### config.mk
export PLATFORM = sky130hd
export DESIGN_NAME = ems_page_window_mapper
export DESIGN_NICKNAME = d
export VERILOG_FILES = /design/src/design/epwm_pkg.sv /design/src/design/epwm_xlate.sv /design/src/design/ems_page_window_mapper.sv
export SDC_FILE = /design/constraint.sdc
export NUM_CORES = 1
export LEC_CHECK = 0
export BUFFER_PORTS_ARGS = -buffer_cell sky130_fd_sc_hd__buf_2
export CAP_MARGIN = 40
export CORE_MARGIN = 1
export CORE_UTILIZATION = 30
export CTS_CLUSTER_SIZE = 25
export DETAILED_ROUTE_END_ITERATION = 6
export PLACE_DENSITY = 0.52
export SYNTH_ARGS = -nofsm -noshare
export SYNTH_HDL_FRONTEND = slang
export SYNTH_SLANG_ARGS = --single-unit
### constraint.sdc
create_clock -name clk -period 6 [get_ports clk]
set_input_delay 1.2 -clock clk [delete_from_list [all_inputs] [get_ports clk]]
set_output_delay 1.2 -clock clk [all_outputs]
set_load 0.01 [all_outputs]
### src/design/epwm_pkg.sv
package epwm_pkg;

  localparam int unsigned MemKbW  = 13;
  localparam int unsigned AddrW   = 20;
  localparam int unsigned PhysW   = 21;
  localparam int unsigned PortW   = 16;
  localparam int unsigned CfgIdxW = 1;

  typedef enum logic [1:0] {
    CMD_PORT_RD = 2'd0,
    CMD_PORT_WR = 2'd1,
    CMD_MEM     = 2'd2,
    CMD_NOP     = 2'd3
  } cmd_t;

  typedef enum logic [CfgIdxW-1:0] {
    CFG_MEM_SIZE_KB = 1'b0,
    CFG_VARIANT     = 1'b1
  } cfg_idx_t;

  localparam logic [13:0] PAGE_PORT = 14'h0208;
  localparam logic [13:0] CTRL_PORT = 14'h0209;

  localparam logic [MemKbW-1:0] SMALL_MEM_KB = 13'd640;

  localparam logic [7:0] PAGE_RESET = 8'h7F;
  localparam logic [7:0] NO_DATA    = 8'hFF;

  // Window start addresses in units of 16 KB.
  localparam logic [5:0] UNPLACED_SEG = 6'h38;
  localparam logic [5:0] PLACED_SEG   = 6'h30;

  localparam logic [PhysW-1:0] BASE_V0 = 21'h70000;
  localparam logic [PhysW-1:0] BASE_V1 = 21'h30000;

  typedef struct packed {
    logic             win_hit;
    logic [PhysW-1:0] phys_addr;
    logic             phys_valid;
  } xlate_res_t;

endpackage

### src/design/epwm_xlate.sv
module epwm_xlate (
  input  logic [epwm_pkg::AddrW-1:0]  mem_addr,
  input  logic [7:0]                  page,
  input  logic [3:0]                  base_index,
  input  logic                        windows_placed,
  input  logic [epwm_pkg::MemKbW-1:0] mem_size_kb,
  input  logic                        machine_variant,
  output epwm_pkg::xlate_res_t        res
);

  logic [1:0]                 win;
  logic [3:0]                 rel;
  logic [5:0]                 start_seg;
  logic [7:0]                 sum_v0;
  logic [8:0]                 sum_v1;
  logic [epwm_pkg::PhysW-1:0] base;
  logic [epwm_pkg::PhysW-1:0] xlated;
  logic [22:0]                limit;

  assign win = mem_addr[15:14];
  assign rel = base_index + 4'd4 - {2'b00, win};

  always_comb begin
    if (!windows_placed) begin
      start_seg = epwm_pkg::UNPLACED_SEG + {4'd0, win};
    end else begin
      start_seg = epwm_pkg::PLACED_SEG + {4'd0, win} + {2'b00, rel[3:2], 2'b00};
    end
  end

  // The base wraps on the low bits of the memory size, as the original hardware does.
  assign sum_v0 = mem_size_kb[7:0] + 8'd64;
  assign sum_v1 = mem_size_kb[8:0] + 9'd320;

  always_comb begin
    if (!machine_variant) begin
      base = epwm_pkg::BASE_V0 + {3'd0, sum_v0, 10'd0};
    end else begin
      base = epwm_pkg::BASE_V1 + {2'd0, sum_v1, 10'd0};
    end
  end

  assign xlated = base + {3'd0, page[3:0], 14'd0} + {2'd0, page[6], 18'd0}
                  + {7'd0, mem_addr[13:0]};
  assign limit  = {mem_size_kb, 10'd0};

  always_comb begin
    res.win_hit    = page[7] && (mem_addr[19:14] == start_seg);
    res.phys_addr  = res.win_hit ? xlated : {1'b0, mem_addr};
    res.phys_valid = res.win_hit && ({2'b00, xlated} < limit);
  end

endmodule

### src/design/ems_page_window_mapper.sv
// Expanded-memory page window mapper.
// Input channel (in_valid/in_stall) carries one command per transaction: a port
// read, a port write, a memory access or a no-op. Every transaction returns
// exactly one result on the output channel (out_valid/out_stall): the port hit
// and read data, or the window hit, translated address and its validity.
// The result of an accepted transaction is registered and presented in the
// next cycle. One transaction per cycle is sustained while the receiver does
// not stall; the only storage between the channels is the single result register.
// When the receiver stalls with a result waiting, in_stall is raised until the
// result is taken; the result register then holds its contents unchanged.
// The configuration channel (cfg_valid/cfg_ready) is always ready and writes
// the installed memory size (index 0) or the machine variant (index 1); write
// it only while no transaction is outstanding.
// Synchronous reset sets the page registers to 0x7F, the control registers to
// 0x80/0x80/0x80/0x00, parks the windows at 0xE0000, selects 640 KB and the
// original variant, and empties the result register.
module ems_page_window_mapper (
  input  logic                         clk,
  input  logic                         rst_n,

  input  logic                         in_valid,
  output logic                         in_stall,
  input  logic [1:0]                   in_cmd,
  input  logic [epwm_pkg::PortW-1:0]   in_io_port,
  input  logic [7:0]                   in_wdata,
  input  logic [epwm_pkg::AddrW-1:0]   in_mem_addr,

  output logic                         out_valid,
  input  logic                         out_stall,
  output logic                         out_io_hit,
  output logic [7:0]                   out_io_rdata,
  output logic                         out_win_hit,
  output logic [epwm_pkg::PhysW-1:0]   out_phys_addr,
  output logic                         out_phys_valid,

  input  logic                         cfg_valid,
  output logic                         cfg_ready,
  input  logic [epwm_pkg::CfgIdxW-1:0] cfg_index,
  input  logic [epwm_pkg::MemKbW-1:0]  cfg_wdata
);

  logic [epwm_pkg::MemKbW-1:0] mem_size_kb_r;
  logic                        machine_variant_r;
  logic [7:0]                  page_r [4];
  logic [7:0]                  ctrl_r [4];
  logic [3:0]                  base_index_r;
  logic                        windows_placed_r;

  logic                        out_valid_r;
  logic                        io_hit_r;
  logic [7:0]                  io_rdata_r;
  logic                        win_hit_r;
  logic [epwm_pkg::PhysW-1:0]  phys_addr_r;
  logic                        phys_valid_r;

  logic                        accept;
  epwm_pkg::cmd_t              cmd;
  logic [13:0]                 port_low;
  logic [1:0]                  sel;
  logic                        io_cmd;
  logic                        io_hit;
  logic                        is_page;
  logic [7:0]                  io_rdata;
  logic                        page_wr;
  logic                        ctrl_wr;
  logic [3:0]                  base_index_nxt;
  epwm_pkg::xlate_res_t        xres;

  assign cfg_ready = 1'b1;
  assign in_stall  = out_valid_r && out_stall;
  assign accept    = in_valid && !in_stall;

  assign cmd      = epwm_pkg::cmd_t'(in_cmd);
  assign port_low = in_io_port[13:0];
  assign sel      = in_io_port[15:14];
  assign is_page  = (port_low == epwm_pkg::PAGE_PORT);
  assign io_cmd   = (cmd == epwm_pkg::CMD_PORT_RD) || (cmd == epwm_pkg::CMD_PORT_WR);
  assign io_hit   = io_cmd && (mem_size_kb_r > epwm_pkg::SMALL_MEM_KB)
                    && (is_page || (port_low == epwm_pkg::CTRL_PORT));
  assign page_wr  = accept && io_hit && (cmd == epwm_pkg::CMD_PORT_WR) && is_page;
  assign ctrl_wr  = accept && io_hit && (cmd == epwm_pkg::CMD_PORT_WR) && !is_page;

  always_comb begin
    if (io_hit && (cmd == epwm_pkg::CMD_PORT_RD)) begin
      io_rdata = is_page ? page_r[sel] : ctrl_r[sel];
    end else begin
      io_rdata = epwm_pkg::NO_DATA;
    end
  end

  // The base index takes bit 7 of every control register, the new byte included.
  always_comb begin
    for (int k = 0; k < 4; k++) begin
      base_index_nxt[k] = (sel == 2'(k)) ? in_wdata[7] : ctrl_r[k][7];
    end
  end

  epwm_xlate u_xlate (
    .mem_addr        (in_mem_addr),
    .page            (page_r[in_mem_addr[15:14]]),
    .base_index      (base_index_r),
    .windows_placed  (windows_placed_r),
    .mem_size_kb     (mem_size_kb_r),
    .machine_variant (machine_variant_r),
    .res             (xres)
  );

  always_ff @(posedge clk) begin
    if (!rst_n) begin
      mem_size_kb_r     <= epwm_pkg::SMALL_MEM_KB;
      machine_variant_r <= 1'b0;
      for (int k = 0; k < 4; k++) begin
        page_r[k] <= epwm_pkg::PAGE_RESET;
        ctrl_r[k] <= (k == 3) ? 8'h00 : 8'h80;
      end
      base_index_r     <= 4'd0;
      windows_placed_r <= 1'b0;
      out_valid_r      <= 1'b0;
    end else begin
      if (cfg_valid && cfg_ready) begin
        case (epwm_pkg::cfg_idx_t'(cfg_index))
          epwm_pkg::CFG_MEM_SIZE_KB: mem_size_kb_r     <= cfg_wdata;
          epwm_pkg::CFG_VARIANT:     machine_variant_r <= cfg_wdata[0];
          default: ;
        endcase
      end
      if (page_wr) begin
        page_r[sel] <= in_wdata;
      end
      if (ctrl_wr) begin
        ctrl_r[sel]      <= in_wdata;
        base_index_r     <= base_index_nxt;
        windows_placed_r <= 1'b1;
      end
      if (accept) begin
        out_valid_r <= 1'b1;
      end else if (!out_stall) begin
        out_valid_r <= 1'b0;
      end
    end
  end

  always_ff @(posedge clk) begin
    if (accept) begin
      io_hit_r     <= io_hit;
      io_rdata_r   <= io_rdata;
      if (cmd == epwm_pkg::CMD_MEM) begin
        win_hit_r    <= xres.win_hit;
        phys_addr_r  <= xres.phys_addr;
        phys_valid_r <= xres.phys_valid;
      end else begin
        win_hit_r    <= 1'b0;
        phys_addr_r  <= '0;
        phys_valid_r <= 1'b0;
      end
    end
  end

  assign out_valid      = out_valid_r;
  assign out_io_hit     = io_hit_r;
  assign out_io_rdata   = io_rdata_r;
  assign out_win_hit    = win_hit_r;
  assign out_phys_addr  = phys_addr_r;
  assign out_phys_valid = phys_valid_r;

  a_accept_gives_result: assert property (@(posedge clk) disable iff (!rst_n)
    accept |=> out_valid)
    else $error("accepted transaction produced no result");

  a_valid_needs_hit: assert property (@(posedge clk) disable iff (!rst_n)
    out_valid && out_phys_valid |-> out_win_hit)
    else $error("translated address flagged valid without a window hit");

  a_port_no_window: assert property (@(posedge clk) disable iff (!rst_n)
    accept && (cmd != epwm_pkg::CMD_MEM) |=> !out_win_hit && (out_phys_addr == '0))
    else $error("non-memory transaction reported a window result");

  a_placed_sticky: assert property (@(posedge clk) disable iff (!rst_n)
    windows_placed_r |=> windows_placed_r)
    else $error("window placement reverted without reset");

endmodule
==> impl_metrics.toml, run 1 <==
[finish]
final_area_um2 = 7380
drive_above_1_share = 0.2943
antenna_cells = 0
regArea_um2 = 3283
multiInputGateArea_um2 = 2541
instances_no_fill = 863
syn2layout_area_growth_pct = 22.67
n_fill_cell = 1894
finalNetCount = 675

[logic_synthesis]
yosysSeqAreaShare = 0.5458
yosysTopAreaCell = "edfxtp_1"
synthesis.nets = 572
synth-async-reset-ratio = 0
synth.distinct_cells = 51
ys_warn_count = 0
ys_ff_latch = 116
syn-mean-instance-area_um2 = 12.48
synth_edf_count = 96
ys.flop_type = "edfxtp_1"
synth_top_area_share = 0.4792
ys_top_cells_by_area = "edfxtp_1, mux4_2, dfxtp_1, ha_1, mux2i_1"
synthCells = 482
syn_area_um2 = 6016

[pwr]
ir_drop_mv = 0.1448
p_leak_nw = 2.777
powerDensity_nw_per_um2 = 286.1
total_power_mw = 2.111

[clock_tree]
worstSkewPairLatency_ps = 420
cts_buffers = 17
ctsHtreeMaxLevel = 4
cts_sinks = 116
tritoncts = "done"
cts_buffer_depth = 2
cts_root_buffer = "clkbuf_16"
ctsResizeCount = 0
path_clk_slew_ps = 50
cts_setup_buffers = 0
cts_hold_buffers = 0

[detailed_routing]
drt-pass1-iter-count = 4
avgViaCountPerCell = 4.848
wire_per_inst_um = 17.10
num_vias = 4184
drtIter0Drc = 343
drt_wl_total_mm = 14.76
drc = 0
postRouteAntennaNets = 0

[global_route]
grt_max_degree = 34
use_met2 = 0.2621
top_usage_layer = "met2"
grt_pass1_wl_mm = 23.43
grt_pass1_vias = 4333
overflow = 0
grt_use_met3 = 0.04199
antenna_found_initial = 1
grt_use_met1 = 0.1850
grt_usage = 0.1535

[die]
die-area_um2 = 20620
rows = 51
die_h_um = 143.6
core-area_um2 = 19590
start_util = 0.3071
ios = 100
die-width_um = 143.6

[placed_design]
port_buffers = 98
gp_congestion = 0.8165
dp_hpwl_mm = 10.79
placed_cells = 830
placed_area_um2 = 6793

[sta]
finalCritPeriodShare = 0.6972
finalCriticalPeriod_ps = 4183
skew_ps = 5.430
tightest_slew_ps = 897.9
tns_ps = 0
final-hold-violation-count = 0
setup_viol = 0
drv_slew = 0
slew_headroom = 0.4014
rsz0062_at_grt = "no"
max_clock_freq_mhz = 239.1

[outcome]
status = "finished clean"

[worst_setup_path]
crit_type = "input pin to flop"
max_stage_delay_ps = 620
crit_start = "in_mem_addr[14]"
worst-path-buf-inv = 1
cp_slowest_cell = "or4b_2"
crit_family = "compound AO/OA/AOI/OAI gates"
path_cells = "buf_2 > mux4_2 > ha_1 > a21oi_1 > or4b_2 > a31oi_1 > nor2_1 > ha_1 > o211ai_1 > nor2_1 > o21ai_0 > o211ai_1 > a21boi_0"
cp-end-kind = "flop"
r2r_start = "mem_size_kb_r[6]$_SDFFE_PN0P_"
critical_path_required_ps = 6150
cp.arrival_ps = 4340
critPathMaxFanout = 8
start_kind = "input pin"

[hold_path]
hp-start = "windows_placed_r$_SDFFE_PN0P_"
hold_path.class = "flop to flop"

[run]
cap_violations = 0
[cells in the final DEF, fill, tap and decap left out, drive strengths merged, types with 3 or more instances in the layout]
cell type	synthesis	final
mux4	22	22
xnor2	6	6
o31ai	4	4
a21boi	13	13
o21ai	18	18
mux2i	19	19
nand2	45	45
a21oi	10	10
nand4	3	3
or2	9	9
nor2	20	20
o211ai	5	5
nor3	6	6
and3	22	22
nor2b	7	7
dfxtp	20	20
buf	11	109
edfxtp	96	96
and2	20	20
clkbuf	14	17
inv	19	23
or3	21	21
xor2	7	7
nand3	12	12
clkinv	0	7
a211oi	3	3
nand2b	6	6
ha	23	23
[tightest hold or removal path, delay by kind of cell (launching register included)]
| family | cells | cell delay [ps] |
|---|---|---|
| flip-flops | 1 | 310 |
| AND/OR/NAND/NOR | 2 | 90 |
[Yosys cell counts (13+ instances only)]
cell type / n
edfxtp_1: 96
nor2_1: 20
mux2i_1: 19
and3_1: 22
a21boi_0: 13
mux4_2: 22
dfxtp_1: 20
and2_1: 20
or3_1: 21
o21ai_0: 17
nand2_1: 45
inv_1: 19
ha_1: 23
[registers in the layout, indices dropped and copies added, names as in the netlist, 4 cells and up]
register       flops
out_phys_addr     21
ctrl_r            32
out_io_rdata       8
base_index_r       4
mem_size_kb_r     13
page_r            32
[cell families after synthesis]
| family | Yosys count | share of synthesized area |
|---|---|---|
| compound gates | 64 | 0.07176 |
| xor+xnor | 13 | 0.01893 |
| fa+ha+maj | 25 | 0.05449 |
| buf+inv | 44 | 0.03182 |
| flops | 116 | 0.5458 |
| mux | 41 | 0.1140 |
| other cells | 1 | 0.0006234 |
| simple gates | 178 | 0.1626 |
[power by group]
part / internal [mW] / switching [mW]
logic: 0.0908 / 0.129
registers: 0.895 / 0.0104
clock network: 0.612 / 0.375
total: 1.60 / 0.514
[path summary, 6_finish.rpt]
path                                                       to  slack (ps)  depth (start not counted)
worst max-delay path             out_phys_valid$_SDFFCE_PP0P_        1820                         13
worst min register to register  windows_placed_r$_SDFFE_PN0P_         450                          2
worst min-delay path            windows_placed_r$_SDFFE_PN0P_         450                          2
worst max register to register   out_phys_valid$_SDFFCE_PP0P_        2260                         14
[through the flow]
| stage | util | setup WS, ps | hold slack (ps) |
|---|---|---|---|
| floorplan | - | 1753 | 431.1 |
| global placement | 0.3467 | 1517 | 440.9 |
| detailed placement | 0.3467 | 1403 | 447.2 |
| CTS | 0.3763 | 1842 | 456.0 |
| global route | 0.3767 | 1619 | 497.7 |
| finish | 0.3767 | 1817 | 451.3 |
[per-layer routing]
metal  vias to the layer above  wire length [um]
li1                       2002                 -
met1                      2049              6362
met2                       109              7442
met3                        22               718
met4                         2               222
met5                         -                10
[cell type report]
class / instances / area share
Timing Repair Buffer: 109 / 0.07765
Tap cell: 265 / 0.04493
Multi-Input combinational cell: 322 / 0.3444
Sequential cell: 116 / 0.4449
Clock inverter: 15 / 0.02085
Clock buffer: 17 / 0.05765
Inverter: 19 / 0.009664
(Power assumes the default switching activity.)
==> inputs of run 2 (changes only) <==
==> constraint.sdc (replaced) <==
create_clock -name clk -period 4.2 [get_ports clk]
set_input_delay 0.84 -clock clk [delete_from_list [all_inputs] [get_ports clk]]
set_output_delay 0.84 -clock clk [all_outputs]
set_load 0.01 [all_outputs]
==> impl_metrics.toml, run 2 (synthesis results as in run 1) <==
[outcome]
status = "finished clean"

[placed_design]
placed_area_um2 = 6815
dp_hpwl_mm = 10.82
pre_cts_ws_ps = 48.35
gp_congestion = 0.8517
port_buffers = 98

[global_route]
antenna_found_initial = 1
overflow = 0
grt_usage = 0.1513
grt_use_met3 = 0.03932
grt_pass1_vias = 4178
top_usage_layer = "met2"
grt_max_degree = 34
use_met2 = 0.2511
grt_pass1_wl_mm = 22.89
grt_use_met1 = 0.1872

[run]
cap_violations = 0

[detailed_routing]
num_vias = 4136
drt_wl_total_mm = 14.64
wire_per_inst_um = 16.94
drc = 0
drtIter0Drc = 208
avgViaCountPerCell = 4.787
postRouteAntennaNets = 0
drt-pass1-iter-count = 4

[clock_tree]
tritoncts = "done"
cts_buffer_depth = 2
cts_setup_buffers = 0
cts_hold_buffers = 0
cts_sinks = 116
worstSkewPairLatency_ps = 420
path_clk_slew_ps = 60
cts_root_buffer = "clkbuf_16"
ctsHtreeMaxLevel = 4
cts_buffers = 17
ctsResizeCount = 0

[sta]
finalCriticalPeriod_ps = 3747
tns_ps = 0
worst_slack_ps = 453.0
drv_slew = 0
max_clock_freq_mhz = 266.9
skew_ps = 17.52
slew_headroom = 0.3853
tightest_slew_ps = 922.0
final-hold-violation-count = 0
rsz0062_at_grt = "no"
setup_viol = 0
hold_slack_ps = 466.1
finalCritPeriodShare = 0.8922

[hold_path]
hp-start = "windows_placed_r$_SDFFE_PN0P_"
hold_path.class = "flop to flop"
holdPathStages = 2
min_to = "windows_placed_r$_SDFFE_PN0P_"

[worst_setup_path]
rr_worst_depth = 14
regToRegSetupSlack_ps = 450
cp.arrival_ps = 3900
crit_type = "flop to flop"
start_kind = "flop"
r2r_start = "mem_size_kb_r[6]$_SDFFE_PN0P_"
critPathMaxFanout = 7
critical_path_required_ps = 4350
r2r-end = "out_phys_valid$_SDFFCE_PP0P_"
cp-end-kind = "flop"

[die]
rows = 51
ios = 100
die-area_um2 = 20620
start_util = 0.3071
die_h_um = 143.6
die-width_um = 143.6
core-area_um2 = 19590

[finish]
fin_util = 0.3750
final_cell_mix = "buf_2, edfxtp_1, nand2_1"
final_area_um2 = 7347
layout_commonest_cell = "buf_2"
antenna_cells = 0
n_fill_cell = 1931
syn2layout_area_growth_pct = 22.13
drive_above_1_share = 0.2972
finalNetCount = 677

[pwr]
ir_drop_mv = 0.1933
p_leak_nw = 2.749
powerDensity_nw_per_um2 = 394.7
-- run 2: changes by cell type in the layout (fill, tap and decap cells not counted), sizes merged --
cell / delta
clkinv: -3
bufinv: -2
buf: +2
clkinvlp: +4
-- run 2: power by group --
part	internal, mW	switching [mW]
Combinational	0.130	0.183
Sequential	1.28	0.0146
Clock	0.752	0.543
Total	2.16	0.740
-- run 2: worst max-delay path by stage --
| stage | from | to | depth (start not counted) |
|---|---|---|---|
| 6_report | mem_size_kb_r[6]$_SDFFE_PN0P_ | out_phys_valid$_SDFFCE_PP0P_ | 14 |
| 2_1_floorplan | in_mem_addr[14] | out_phys_valid$_SDFFCE_PP0P_ | 14 |
| 5_1_grt | mem_size_kb_r[6]$_SDFFE_PN0P_ | out_phys_valid$_SDFFCE_PP0P_ | 14 |
| 3_3_place_gp | in_mem_addr[14] | out_phys_valid$_SDFFCE_PP0P_ | 14 |
| 4_1_cts | in_mem_addr[14] | out_phys_valid$_SDFFCE_PP0P_ | 14 |
| 3_5_place_dp | in_mem_addr[14] | out_phys_valid$_SDFFCE_PP0P_ | 14 |
-- run 2: area by class of cell --
| cell class | instances | area, um^2 | area share |
|---|---|---|---|
| multi-input combinational | 322 | 2541 | 0.3459 |
| sequential | 116 | 3283 | 0.4469 |
| clock buffer | 17 | 425.4 | 0.05790 |
| clock inverter | 14 | 106.4 | 0.01448 |
| timing repair buffer | 111 | 588.1 | 0.08004 |
| tap | 265 | 331.6 | 0.04513 |
| inverter | 19 | 71.32 | 0.009707 |
-- run 2: critical path, cell delays in order (launching register included) --
cell and delay [ps]:
dfxtp_1 490, inv_1 140, ha_1 340, xnor2_1 150
ha_1 380, a21oi_1 260, or4b_2 610, a31oi_1 200
nor2_1 80, ha_1 310, o211ai_1 110, nor2_1 110
o21ai_0 90, o211ai_1 90, a21boi_0 110
-- run 2: routing by layer --
| metal | vias to the layer above | wire (um) | part of all wire |
|---|---|---|---|
| li1 | 2009 | - | - |
| met1 | 1987 | 6416 | 0.44 |
| met2 | 124 | 7227 | 0.49 |
| met3 | 14 | 811 | 0.055 |
| met4 | 2 | 163 | 0.011 |
| met5 | - | 16 | 0.0011 |
-- run 2: metrics by stage --
stage | power [mW] | instances
2_1_floorplan | 1.506 | 482
3_3_place_gp | 1.620 | 833
3_5_place_dp | 1.631 | 833
4_1_cts | 2.929 | 864
5_1_grt | 3.024 | 864
6_report | 2.900 | 864
